File: src/design/bmp24_stream_to_rgb565_window_defines.svh
// Assertion macros shared by the block
`ifndef BMP24_STREAM_TO_RGB565_WINDOW_DEFINES_SVH
`define BMP24_STREAM_TO_RGB565_WINDOW_DEFINES_SVH

// Check that an implication holds on every clock edge out of reset
`define BSR_ASSERT_IMP(lbl, clk, rst_n, ante, cons) \
  lbl: assert property (@(posedge clk) disable iff (!rst_n) (ante) |-> (cons)) \
    else $error("check failed");

// Check that an implication holds in the following cycle
`define BSR_ASSERT_NEXT(lbl, clk, rst_n, ante, cons) \
  lbl: assert property (@(posedge clk) disable iff (!rst_n) (ante) |=> (cons)) \
    else $error("check failed");

`endif

File: src/design/bsr_pkg.sv
package bsr_pkg;

  localparam int unsigned DispW = 128;
  localparam int unsigned DispH = 128;
  localparam int unsigned MaxW  = 1280;

  // Result kinds
  localparam logic [2:0] KIND_CLEAR  = 3'd0;
  localparam logic [2:0] KIND_WINDOW = 3'd1;
  localparam logic [2:0] KIND_PIXEL  = 3'd2;
  localparam logic [2:0] KIND_DONE   = 3'd3;
  localparam logic [2:0] KIND_REJECT = 3'd4;

  // One result item
  typedef struct packed {
    logic [2:0]  kind;
    logic [6:0]  x_first;
    logic [6:0]  x_last;
    logic [6:0]  row_y;
    logic [15:0] pixel;
    logic        last_of_run;
  } result_t;

  // Bundle of up to three results caused by one byte
  typedef struct packed {
    logic [1:0] cnt;
    result_t    r0;
    result_t    r1;
    result_t    r2;
  } bundle_t;

  localparam int unsigned BundleW = $bits(bundle_t);

endpackage

File: src/design/bsr_parser.sv
// Front part: parse header, seek, skip and draw; turn each byte into a result bundle
module bsr_parser (
  input  logic               clk_i,
  input  logic               rst_ni,
  input  logic               en_i,
  input  logic [7:0]         byte_i,
  input  logic               first_i,
  output logic               push_o,
  output bsr_pkg::bundle_t   bundle_o
);

  localparam logic [2:0] PH_IDLE   = 3'd0;
  localparam logic [2:0] PH_HEADER = 3'd1;
  localparam logic [2:0] PH_SEEK   = 3'd2;
  localparam logic [2:0] PH_SKIP   = 3'd3;
  localparam logic [2:0] PH_DRAW   = 3'd4;
  localparam logic [2:0] PH_DONE   = 3'd5;

  logic [2:0]  ph_q, ph_d;
  logic [31:0] pos_q, pos_d;
  logic [31:0] off_q, off_d;
  logic [31:0] wid_q, wid_d;
  logic [31:0] hgt_q, hgt_d;
  logic [31:0] chk_q, chk_d;
  logic [31:0] skip_q, skip_d;
  logic [11:0] bir_q, bir_d;
  logic [6:0]  row_q, row_d;
  logic [15:0] acc_q, acc_d;
  logic [1:0]  bip_q, bip_d;
  // derived geometry, registered at header end
  logic [11:0] rowb_q, rowb_d;
  logic [11:0] w3_q, w3_d;
  logic [6:0]  xs_q, xs_d;
  logic [6:0]  xe_q, xe_d;
  logic [6:0]  ys_q, ys_d;

  always_comb begin
    logic [2:0]  ph;
    logic [31:0] pos;
    logic [31:0] sw;
    logic        draw;
    logic        skp;
    logic [11:0] bir_n;
    logic [15:0] acc;
    logic [10:0] w11;
    bsr_pkg::result_t rs [3];
    logic [1:0]  n;
    ph_d = ph_q; pos_d = pos_q; off_d = off_q; wid_d = wid_q; hgt_d = hgt_q;
    chk_d = chk_q; skip_d = skip_q; bir_d = bir_q; row_d = row_q; acc_d = acc_q;
    bip_d = bip_q; rowb_d = rowb_q; w3_d = w3_q; xs_d = xs_q; xe_d = xe_q; ys_d = ys_q;
    draw = 1'b0; skp = 1'b0; n = 2'd0; bir_n = '0; acc = '0; sw = '0; w11 = '0;
    for (int i = 0; i < 3; i++) rs[i] = '0;
    ph = ph_q; pos = pos_q;
    if (first_i) begin
      ph = PH_HEADER; pos = '0;
      off_d = '0; wid_d = '0; hgt_d = '0; chk_d = '0; skip_d = '0;
      bir_d = '0; row_d = '0; acc_d = '0; bip_d = '0;
    end
    ph_d = ph; pos_d = pos;
    case (ph)
      PH_HEADER: begin
        if (pos >= 32'd10 && pos <= 32'd13)
          off_d = off_d | ({24'd0, byte_i} << {pos[1:0] - 2'd2, 3'd0});
        else if (pos >= 32'd18 && pos <= 32'd21)
          wid_d = wid_d | ({24'd0, byte_i} << {pos[1:0] - 2'd2, 3'd0});
        else if (pos >= 32'd22 && pos <= 32'd25)
          hgt_d = hgt_d | ({24'd0, byte_i} << {pos[1:0] - 2'd2, 3'd0});
        else if (pos >= 32'd26 && pos <= 32'd29)
          chk_d = chk_d | ({24'd0, byte_i} << {pos[1:0] - 2'd2, 3'd0});
        else if (pos >= 32'd30 && pos <= 32'd33 && byte_i != 8'd0)
          chk_d = '0;
        pos_d = pos + 32'd1;
        if (pos == 32'd33) begin
          n = 2'd1;
          if (chk_d != 32'h0018_0001 || wid_q == '0 || wid_q > 32'(bsr_pkg::MaxW) ||
              hgt_q == '0 || off_q < 32'd34) begin
            rs[0].kind = bsr_pkg::KIND_REJECT;
            ph_d = PH_IDLE;
          end else begin
            rs[0].kind = bsr_pkg::KIND_CLEAR;
            sw = (wid_q > 32'(bsr_pkg::DispW)) ? 32'(bsr_pkg::DispW) : wid_q;
            w11 = wid_q[10:0];
            rowb_d = 12'(({1'b0, w11} * 12'd3 + 12'd3) & ~12'd3);
            w3_d = 12'(sw * 32'd3);
            xs_d = (wid_q > 32'(bsr_pkg::DispW)) ? 7'd0 :
                   7'((32'(bsr_pkg::DispW) - wid_q) >> 1);
            xe_d = 7'(32'(xs_d) + sw - 32'd1);
            ys_d = (hgt_q > 32'(bsr_pkg::DispH)) ? 7'd0 :
                   7'((32'(bsr_pkg::DispH) - hgt_q) >> 1);
            skip_d = (hgt_q > 32'(bsr_pkg::DispH)) ? hgt_q - 32'(bsr_pkg::DispH) : '0;
            row_d = (hgt_q > 32'(bsr_pkg::DispH)) ? 7'(bsr_pkg::DispH - 1) :
                    7'(32'(ys_d) + hgt_q - 32'd1);
            bir_d = '0; bip_d = '0; acc_d = '0;
            ph_d = PH_SEEK;
          end
        end
      end
      PH_SEEK: begin
        if (pos < off_q) pos_d = pos + 32'd1;
        else if (skip_q != '0) begin ph_d = PH_SKIP; skp = 1'b1; end
        else begin ph_d = PH_DRAW; draw = 1'b1; end
      end
      PH_SKIP: skp = 1'b1;
      PH_DRAW: draw = 1'b1;
      default: ;
    endcase
    // skip a padded row of a bottom row that does not fit
    if (skp) begin
      bir_n = bir_q + 12'd1;
      bir_d = bir_n;
      if (bir_n >= rowb_q) begin
        bir_d = '0;
        skip_d = skip_q - 32'd1;
        if (skip_q == 32'd1) ph_d = PH_DRAW;
      end
    end
    // draw: accumulate B,G,R and emit results
    if (draw) begin
      acc = acc_q;
      if (bir_q < w3_q) begin
        case (bip_q)
          2'd0:    acc = {11'd0, byte_i[7:3]};
          2'd1:    acc = acc_q | {5'd0, byte_i[7:2], 5'd0};
          default: acc = acc_q | {byte_i[7:3], 11'd0};
        endcase
        acc_d = acc;
        bip_d = bip_q + 2'd1;
        if (bip_q == 2'd2) begin
          bip_d = '0;
          if (bir_q == 12'd2) begin
            rs[n].kind = bsr_pkg::KIND_WINDOW;
            rs[n].x_first = xs_q; rs[n].x_last = xe_q; rs[n].row_y = row_q;
            n = n + 2'd1;
          end
          rs[n].kind = bsr_pkg::KIND_PIXEL;
          rs[n].pixel = acc;
          n = n + 2'd1;
          if (bir_q == w3_q - 12'd1 && row_q == ys_q) begin
            rs[n].kind = bsr_pkg::KIND_DONE;
            n = n + 2'd1;
            ph_d = PH_DONE;
          end
        end
      end
      if (ph_d != PH_DONE) begin
        bir_n = bir_q + 12'd1;
        bir_d = bir_n;
        if (bir_n >= rowb_q) begin
          bir_d = '0; bip_d = '0; row_d = row_q - 7'd1;
        end
      end
    end
    // mark final result of this byte
    if (n != 2'd0) rs[n - 2'd1].last_of_run = 1'b1;
    push_o = en_i && (n != 2'd0);
    bundle_o.cnt = n;
    bundle_o.r0 = rs[0];
    bundle_o.r1 = rs[1];
    bundle_o.r2 = rs[2];
  end

  always_ff @(posedge clk_i or negedge rst_ni) begin
    if (!rst_ni) begin
      ph_q <= PH_IDLE; pos_q <= '0; off_q <= '0; wid_q <= '0; hgt_q <= '0;
      chk_q <= '0; skip_q <= '0; bir_q <= '0; row_q <= '0; acc_q <= '0; bip_q <= '0;
      rowb_q <= '0; w3_q <= '0; xs_q <= '0; xe_q <= '0; ys_q <= '0;
    end else if (en_i) begin
      ph_q <= ph_d; pos_q <= pos_d; off_q <= off_d; wid_q <= wid_d; hgt_q <= hgt_d;
      chk_q <= chk_d; skip_q <= skip_d; bir_q <= bir_d; row_q <= row_d;
      acc_q <= acc_d; bip_q <= bip_d; rowb_q <= rowb_d; w3_q <= w3_d;
      xs_q <= xs_d; xe_q <= xe_d; ys_q <= ys_d;
    end
  end

endmodule

File: src/design/bsr_fifo.sv
// Short queue of result bundles between parser and output stage
module bsr_fifo (
  input  logic             clk_i,
  input  logic             rst_ni,
  input  logic             push_i,
  input  bsr_pkg::bundle_t data_i,
  output logic             full_o,
  output logic             empty_o,
  input  logic             pop_i,
  output bsr_pkg::bundle_t data_o
);

  bsr_pkg::bundle_t mem_q [4];
  logic [1:0] wp_q, rp_q;
  logic [2:0] cnt_q;

  assign full_o  = (cnt_q == 3'd4);
  assign empty_o = (cnt_q == 3'd0);
  assign data_o  = mem_q[rp_q];

  // hold payload slots
  always_ff @(posedge clk_i) begin
    if (push_i) mem_q[wp_q] <= data_i;
  end

  // advance pointers
  always_ff @(posedge clk_i or negedge rst_ni) begin
    if (!rst_ni) begin
      wp_q <= '0; rp_q <= '0; cnt_q <= '0;
    end else begin
      if (push_i) wp_q <= wp_q + 2'd1;
      if (pop_i)  rp_q <= rp_q + 2'd1;
      cnt_q <= cnt_q + {2'd0, push_i} - {2'd0, pop_i};
    end
  end

endmodule

File: src/design/bsr_emitter.sv
// Back part: unpack each bundle into one to three output transfers
module bsr_emitter (
  input  logic             clk_i,
  input  logic             rst_ni,
  input  logic             empty_i,
  input  bsr_pkg::bundle_t data_i,
  output logic             pop_o,
  output logic             valid_o,
  input  logic             ready_i,
  output bsr_pkg::result_t res_o
);

  logic [1:0] idx_q;
  logic       fire;

  assign valid_o = !empty_i;
  assign fire    = valid_o && ready_i;
  assign pop_o   = fire && (idx_q + 2'd1 == data_i.cnt);

  always_comb begin
    case (idx_q)
      2'd0:    res_o = data_i.r0;
      2'd1:    res_o = data_i.r1;
      default: res_o = data_i.r2;
    endcase
  end

  // advance through the bundle
  always_ff @(posedge clk_i or negedge rst_ni) begin
    if (!rst_ni) idx_q <= '0;
    else if (fire) idx_q <= pop_o ? 2'd0 : idx_q + 2'd1;
  end

endmodule

File: src/design/bmp24_stream_to_rgb565_window.sv
// BMP 24-bit byte stream to RGB565 window converter. Feed the file one byte per
// transfer, with tuser high on byte 0. The parser handles a byte per clock and
// pushes its one to three results into a four-entry queue, and the output side
// drains one result per cycle while the sink is ready, so a byte that makes
// several results takes one output transfer per result. Input stalls only
// when the queue is full. Results: clear, row window, pixel, done, rejected.
`include "bmp24_stream_to_rgb565_window_defines.svh"
module bmp24_stream_to_rgb565_window (
  input  logic        clk_i,
  input  logic        rst_ni,
  input  logic        s_axis_tvalid_i,
  output logic        s_axis_tready_o,
  input  logic [7:0]  s_axis_tdata_i,  // [7:0] file_byte
  input  logic        s_axis_tuser_i,  // [0] first_byte
  output logic        m_axis_tvalid_o,
  input  logic        m_axis_tready_i,
  output logic [39:0] m_axis_tdata_o,  // [6:0] x_first [13:7] x_last [20:14] row_y [36:21] pixel
  output logic [2:0]  m_axis_tuser_o,  // [2:0] kind
  output logic        m_axis_tlast_o   // last_of_run
);

  logic             full, empty, push, pop, en;
  bsr_pkg::bundle_t bin, bout;
  bsr_pkg::result_t res;

  assign s_axis_tready_o = !full;
  assign en = s_axis_tvalid_i && !full;

  bsr_parser u_parser (
    .clk_i, .rst_ni, .en_i(en), .byte_i(s_axis_tdata_i), .first_i(s_axis_tuser_i),
    .push_o(push), .bundle_o(bin)
  );

  bsr_fifo u_fifo (
    .clk_i, .rst_ni, .push_i(push), .data_i(bin), .full_o(full), .empty_o(empty),
    .pop_i(pop), .data_o(bout)
  );

  bsr_emitter u_emit (
    .clk_i, .rst_ni, .empty_i(empty), .data_i(bout), .pop_o(pop),
    .valid_o(m_axis_tvalid_o), .ready_i(m_axis_tready_i), .res_o(res)
  );

  assign m_axis_tdata_o = {3'd0, res.pixel, res.row_y, res.x_last, res.x_first};
  assign m_axis_tuser_o = res.kind;
  assign m_axis_tlast_o = res.last_of_run;

  `BSR_ASSERT_IMP(a_no_push_full, clk_i, rst_ni, full, !push)
  `BSR_ASSERT_IMP(a_pop_last, clk_i, rst_ni, pop, m_axis_tlast_o)
  `BSR_ASSERT_NEXT(a_full_after_push, clk_i, rst_ni, push && !pop && u_fifo.cnt_q == 3'd3, full)

endmodule
File: config.mk
export PLATFORM = sky130hd
export DESIGN_NAME = bmp24_stream_to_rgb565_window
export DESIGN_NICKNAME = d
export VERILOG_FILES = /design/src/design/bsr_pkg.sv /design/src/design/bsr_parser.sv /design/src/design/bsr_fifo.sv /design/src/design/bsr_emitter.sv /design/src/design/bmp24_stream_to_rgb565_window.sv
export VERILOG_INCLUDE_DIRS = /design/src /design/src/design
export SDC_FILE = /design/constraint.sdc
export NUM_CORES = 1
export LEC_CHECK = 0
export ABC_AREA = 1
export BUFFER_PORTS_ARGS = -buffer_cell sky130_fd_sc_hd__buf_2
export CAP_MARGIN = 20
export CORE_AREA = 5 5 269 271
export CTS_BUF_LIST = sky130_fd_sc_hd__clkbuf_8 sky130_fd_sc_hd__clkbuf_16
export CTS_CLUSTER_DIAMETER = 120
export DETAILED_ROUTE_END_ITERATION = 8
export DIE_AREA = 0 0 274 276
export GPL_TIMING_DRIVEN = 0
export PLACE_DENSITY_LB_ADDON = 0.15
export REMOVE_ABC_BUFFERS = 1
export SLEW_MARGIN = 25
export SYNTH_ARGS = -nofsm -noshare
export SYNTH_HDL_FRONTEND = slang
export SYNTH_SLANG_ARGS = --single-unit
File: constraint.sdc
create_clock -name clk_i -period 15.75 [get_ports clk_i]
set_clock_uncertainty 0.2 [all_clocks]
set_input_delay 1.575 -clock clk_i [delete_from_list [all_inputs] [get_ports clk_i]]
set_output_delay 1.575 -clock clk_i [all_outputs]
set_load 0.1 [all_outputs]
==> results of run 1 <==
==> path summary, 6_finish.rpt <==
kind	endpoint	from	depth (start not counted)
worst max register to register	u_fifo.mem_q[3][70]$_DFFE_PP_	u_parser.pos_q[1]$_DFFE_PN0P_	24
max in group asynchronous	u_parser.acc_q[4]$_DFFE_PN0P_	rst_ni	3
min in group asynchronous	u_parser.bir_q[4]$_DFFE_PN0P_	rst_ni	1
worst min-delay path	u_parser.row_q[0]$_DFFE_PN0P_	u_parser.row_q[0]$_DFFE_PN0P_	2
worst min register to register	u_parser.row_q[0]$_DFFE_PN0P_	u_parser.row_q[0]$_DFFE_PN0P_	2
worst max-delay path	u_fifo.mem_q[3][70]$_DFFE_PP_	s_axis_tuser_i	26
==> cell type report <==
class	count	area [um^2]	area share [%]
Sequential cell	692	19400	45.2
Multi-Input combinational cell	3103	16200	37.8
Clock buffer	81	1980	4.62
Inverter	507	1930	4.50
Timing Repair Buffer	104	1480	3.44
Tap cell	940	1180	2.74
Clock inverter	56	727	1.70
Antenna cell	2	5.00	0.0117
==> sequential cells by signal, indices dropped and copies added (netlist names), 3 cells and up <==
register,count
u_fifo.mem_q,408
u_parser.chk_q,32
u_parser.hgt_q,32
u_parser.off_q,32
u_parser.pos_q,32
u_parser.skip_q,32
u_parser.wid_q,32
u_parser.acc_q,16
u_parser.bir_q,12
u_parser.w3_q,12
u_parser.rowb_q,10
u_parser.row_q,7
u_parser.xe_q,7
u_parser.xs_q,7
u_parser.ys_q,7
u_fifo.cnt_q,3
u_parser.ph_q,3
==> where the power goes <==
part / leakage, nW / internal (mW) / switching [mW]
combinational: 9.60 / 0.547 / 1.79
clock: 1.37 / 1.16 / 0.752
sequential: 7.56 / 1.98 / 0.110
total: 18.5 / 3.69 / 2.65
==> logic make-up (layout without fill, tap and decap cells) <==
family                     Yosys count  count (layout)  share of synthesized area (%)
DFF                                692             692                           50.9
other                                1              90                        0.00987
adders and majority gates          141             141                           4.72
buffers and inverters              743             748                           7.66
AOI/OAI and AO/OA                  895             895                           13.1
and+or+nand+nor                   1853            1853                           20.7
xor gates and xnor gates           126             126                           2.90
==> per-layer routing <==
metal  track usage, %  up-vias  part of all wire (%)
met4             8.45        0                   3.0
met3             3.34      164                   6.0
li1                 -    15034                     -
met5                0        -                     0
met1             37.1    14524                    45
met2             40.4      879                    46
==> metrics by stage <==
stage	util [%]	cell area, um^2	total power, mW	instances	hold slack (ns)
3_3_place_gp	55.8	38800	4.42	5297	0.262
6_report	61.7	42900	6.34	5485	0.282
5_1_grt	61.6	42900	6.65	5483	0.302
2_1_floorplan	-	37300	3.86	4302	0.241
3_5_place_dp	57.7	40200	4.47	5346	0.265
4_1_cts	61.6	42900	6.38	5483	0.283
==> worst max-delay path: stages <==
cell	delay [ns]
buf_4	0.26
buf_12	0.24
inv_6	0.24
buf_16	0.32
nand2_1	0.39
inv_1	0.64
ha_1	0.33
inv_1	0.09
nor2_1	0.14
nand2_1	0.07
nor2_1	0.10
nand2_1	0.17
nor2_2	0.64
inv_1	0.25
ha_1	0.37
inv_1	0.10
nand2_1	0.06
nand4_1	0.14
nand2_1	0.24
nand2_1	0.20
nand2_1	0.30
nor2_4	0.63
buf_12	0.26
buf_16	0.18
buf_16	0.18
buf_16	0.19
==> cells in the mapped netlist, types with 93 or more instances <==
| master | count |
|---|---|
| ha_1 | 137 |
| o22ai_1 | 162 |
| nand2_1 | 698 |
| nor2_1 | 672 |
| nand4_1 | 93 |
| xor2_1 | 107 |
| clkbuf_1 | 185 |
| inv_1 | 500 |
| dfrtp_1 | 284 |
| edfxtp_1 | 408 |
| o21ai_0 | 466 |
| nand3_1 | 235 |
| a21oi_1 | 127 |
==> impl_metrics.yaml, run 1 <==
power_and_ir_drop:
  p_leak_nw: 18.5
  powerDensity_nw_per_um2: 148
  peakVddDrop_mv: 0.207
clock_tree:
  hold_buffers: 0
  cts_resized: 0
  path_clk_slew_ns: 0.06
  cts_root_buf: "clkbuf_16"
  worstSkewPairLatency_ns: 0.63
  cts_buffer_depth: 3
  cts_setup_buffers: 0
  cts-buffers-inserted: 76
  clock-sinks: 692
  cts_tree: "built"
  htree_num_levels: 3
sta:
  worst_slew_pin_slew_ns: 1.05
  fin_ws_ns: 7.45
  grt_setup_unrepaired: "no"
  setup_viol: 0
  fin_crit_ns: 8.30
  hold_viol_final: 0
  maxSlewHeadroom_pct: 29.5
  clock.fmax_ghz: 0.120
  fin_crit_sh_pct: 52.7
  fin_tns_setup_ns: 0
  slew_viol_final: 0
floorplanning:
  die_x_um: 274
  die_h_um: 276
  die-area_um2: 75600
  start_util_pct: 54.7
  core_area_um2: 69500
  ios: 59
  rows: 97
yosys:
  yosys_warnings: 0
  synthTopCellsByArea: "edfxtp_1 (32%), dfrtp_1 (19%), nand2_1 (6.9%)"
  synth.distinct_cells: 54
  async_reset_ff_share_pct: 41.0
  synth-seq-cells: 692
  synth-edff-count: 408
  synth.top_cell.area_share_pct: 32.2
  netlist_area_um2: 38000
  synth_top_area_cell: "edfxtp_1"
  synth_seq_area_share_pct: 50.9
  avgSynthCellArea_um2: 8.54
  synthFlopType: "edfxtp_1"
  synth_cells: 4451
grt:
  grt_max_degree: 105
  grt_pass1_wl_um: 158000
  overflow: 0
  grt_use_total_pct: 25.6
  antenna_found_initial: 1
  grt_pass1_vias: 28910
detailed_routing:
  vias_per_cell: 5.58
  dr.pass1.iters: 7
  final_antenna_net_count: 0
  vias: 30601
  drcViolationCount: 0
  totalWireLength_um: 98400
  dr.first_iter.drc_count: 2853
  post_drt_wl_per_cell_um: 17.9
worst_setup_path:
  start_kind: "input pin"
  path_class: "input pin to register"
  crit_required_ns: 15.88
  arrival_ns: 8.43
  r2r_setup_slack_ns: 8.88
  cp-end-kind: "register"
  path_max_fanout: 65
placed_design:
  port_buffers: 55
  gp_congestion: 0.928
  place_ws_ns: 6.79
  post-dp-hpwl_um: 65700
outcome:
  status: "completed"
worst_hold_path:
  hold_path.class: "register to register"
layout:
  syn_to_final_growth_pct: 12.8
  mostFrequentLayoutCell: "nand2_1"
  layout_common_cells: "nand2_1 (695), nor2_1 (662), inv_1 (509)"
  final_nets: 4638
  nFillCells: 5930
  post_route_cells_drive_above_1_share_pct: 6.49
run:
  maxCapViolations: 0
Power figures use the tool's default switching activity.
==> inputs of run 2 (changes only) <==
--- a/config.mk
+++ b/config.mk
@@ -6,14 +6,14 @@
 export SDC_FILE = /design/constraint.sdc
 export NUM_CORES = 1
 export LEC_CHECK = 0
-export ABC_AREA = 1
+export ABC_AREA = 0
 export BUFFER_PORTS_ARGS = -buffer_cell sky130_fd_sc_hd__buf_2
 export CAP_MARGIN = 20
-export CORE_AREA = 5 5 269 271
+export CORE_AREA = 5 5 257 259
 export CTS_BUF_LIST = sky130_fd_sc_hd__clkbuf_8 sky130_fd_sc_hd__clkbuf_16
 export CTS_CLUSTER_DIAMETER = 120
 export DETAILED_ROUTE_END_ITERATION = 8
-export DIE_AREA = 0 0 274 276
+export DIE_AREA = 0 0 262 264
 export GPL_TIMING_DRIVEN = 0
 export PLACE_DENSITY_LB_ADDON = 0.15
 export REMOVE_ABC_BUFFERS = 1
==> constraint.sdc (replaced) <==
create_clock -name clk_i -period 8.18 [get_ports clk_i]
set_clock_uncertainty 0.2 [all_clocks]
set_input_delay 0.818 -clock clk_i [delete_from_list [all_inputs] [get_ports clk_i]]
set_output_delay 0.818 -clock clk_i [all_outputs]
set_load 0.1 [all_outputs]
==> impl_metrics.yaml, run 2 <==
grt:
  grt_pass1_wl_um: 132000
  overflow: 0
  grt_pass1_vias: 23670
  grt_use_total_pct: 23.9
  antenna_found_initial: 0
  grt_max_degree: 89
placed_design:
  post-dp-hpwl_um: 53400
  gp_congestion: 0.865
  placed_area_um2: 36200
  port_buffers: 55
  post-place-cells: 3711
clock_tree:
  cts_resized: 0
  clock-sinks: 692
  htree_num_levels: 3
  cts_buffer_depth: 3
  cts_setup_buffers: 0
  cts-buffers-inserted: 74
  cts_tree: "built"
  worstSkewPairLatency_ns: 0.62
  hold_buffers: 1
  cts_root_buf: "clkbuf_16"
  path_clk_slew_ns: 0.06
layout:
  largest_register_ffs: 408
  final_nets: 3087
  mostFrequentLayoutCell: "edfxtp_1"
  syn_to_final_growth_pct: 12.3
  fin_area_um2: 38700
  multiInputGateArea_um2: 14300
  final_cells: 3847
  utilization_pct: 60.8
  nFillCells: 5005
  post_route_cells_drive_above_1_share_pct: 11.7
  layout_common_cells: "edfxtp_1 (408), dfrtp_1 (282), nand2_1 (240)"
  seq_area_um2: 19400
  n_antenna_cell: 0
  regMostFlops: "u_fifo.mem_q"
worst_setup_path:
  start_kind: "input pin"
  path_max_fanout: 36
  cp.buffers_inverters: 3
  crit_slowest_cell: "nand2_1"
  crit_required_ns: 8.37
  rr_startpoint: "u_parser.pos_q[1]$_DFFE_PN0P_"
  arrival_ns: 5.98
  path_cells: "buf_4 > inv_1 > nand2_1 > inv_1 > ha_1 > nand2_1 > a221oi_1 > a211o_1 > o211ai_1 > a211oi_4 > o21ai_1 > nor3_4 > nand2_1 > nor2_1"
  crit_start: "s_axis_tuser_i"
  path_delay_family: "simple AND/OR/NAND/NOR gates"
  cp-end-kind: "register"
  path_depth: 14
  reg2reg_depth: 11
  path_class: "input pin to register"
  cp_common_cell: "nand2_1"
  crit_path_max_incr_delay_ns: 0.81
worst_hold_path:
  hp-start: "u_parser.xs_q[1]$_DFFE_PN0P_"
  hold_path.class: "register to register"
  holdPathStages: 2
sta:
  fin_crit_sh_pct: 70.8
  hold_viol_final: 0
  setup_viol: 0
  fin_tns_setup_ns: 0
  slew_viol_final: 0
  fin_crit_ns: 5.79
  grt_setup_unrepaired: "no"
  worst_slew_pin_slew_ns: 1.07
  maxSlewHeadroom_pct: 27.9
  clock.fmax_ghz: 0.173
power_and_ir_drop:
  powerDensity_nw_per_um2: 271
  peakVddDrop_mv: 0.242
  p_leak_nw: 15.3
floorplanning:
  start_util_pct: 54.1
  die_x_um: 262
  ios: 59
  die_h_um: 264
  die-area_um2: 69200
  rows: 93
  core_area_um2: 63600
outcome:
  status: "completed"
detailed_routing:
  drcViolationCount: 0
  vias_per_cell: 6.06
  dr.pass1.iters: 5
  vias: 23296
  post_drt_wl_per_cell_um: 21.4
  totalWireLength_um: 82200
  dr.first_iter.drc_count: 2364
  final_antenna_net_count: 0
yosys:
  yosysMostFrequentCell: "edfxtp_1"
  synthTopCellsByArea: "edfxtp_1 (36%), dfrtp_1 (21%), mux4_2 (6.7%)"
  avgSynthCellArea_um2: 12.1
  synth_seq_area_share_pct: 56.2
  synth_cells: 2840
  synthFlopType: "edfxtp_1"
  synth_top_area_cell: "edfxtp_1"
  synth-seq-cells: 692
  netlist_area_um2: 34400
  synth.top_cell.area_share_pct: 35.6
  async_reset_ff_share_pct: 41.0
  synth_common_cells: "edfxtp_1 (408), dfrtp_1 (284), nand2_1 (242), nor2_1 (206), inv_1 (152)"
  synth-edff-count: 408
  synth.distinct_cells: 106
  yosys_warnings: 0
run:
  maxCapViolations: 0
==> run 2: logic make-up (layout without fill, tap and decap cells) <==
logic type      after synthesis  in the layout  share of synthesized area [%]
xor+xnor                     95             95                           2.42
other cells                   1             88                         0.0109
mux                         132            132                           7.57
buf+inv                     303            368                           3.45
compound gates              587            587                           12.1
flops                       692            692                           56.2
fa+ha+maj                   142            142                           5.24
simple gates                888            888                           13.0
==> run 2: layout make-up <==
cell class | instances | area share, %
inverter | 153 | 1.48
clock inverter | 47 | 0.951
multi-input combinational | 1932 | 37.0
clock buffer | 88 | 5.32
sequential | 692 | 50.1
tap | 855 | 2.77
timing repair buffer | 80 | 2.40
==> run 2: final timing paths <==
| path | to | slack [ns] |
|---|---|---|
| worst min register to register | u_parser.xs_q[1]$_DFFE_PN0P_ | 0.27 |
| worst min-delay path | u_parser.xs_q[1]$_DFFE_PN0P_ | 0.27 |
| min in group asynchronous | u_parser.wid_q[29]$_DFFE_PN0P_ | 0.55 |
| worst max-delay path | u_fifo.mem_q[3][1]$_DFFE_PP_ | 2.39 |
| worst max register to register | u_parser.bir_q[1]$_DFFE_PN0P_ | 2.87 |
| max in group asynchronous | u_fifo.rp_q[1]$_DFFE_PN0P_ | 5.99 |
==> run 2: power breakdown <==
part	total [mW]	switching, mW	internal, mW
Sequential	3.88	0.147	3.73
Combinational	3.31	2.37	0.937
Clock	3.27	1.38	1.89
Total	10.5	3.90	6.57
==> run 2: routing by layer <==
layer / global-route usage (%) / wire length (um) / vias to the layer above
li1: - / - / 10774
met1: 33.1 / 35500 / 11711
met2: 39.8 / 40500 / 660
met3: 3.03 / 3800 / 151
met4: 7.53 / 2430 / 0
met5: 0 / 0 / -
==> run 2: worst min-delay path, delay by kind of cell (launching register included) <==
family	cells	cell delay [ns]
AND/OR/NAND/NOR	1	0.05
flip-flops	1	0.33
AO/OA/AOI/OAI	1	0.06
==> run 2: stage by stage <==
step | power [mW] | setup WS, ns | hold slack, ns
global route | 10.9 | 2.02 | 0.301
global placement | 7.27 | -2.68 | 0.258
CTS | 10.6 | 2.46 | 0.276
finish | 10.5 | 2.39 | 0.273
detailed placement | 7.28 | 1.84 | 0.263
floorplan | 6.48 | 1.59 | 0.242
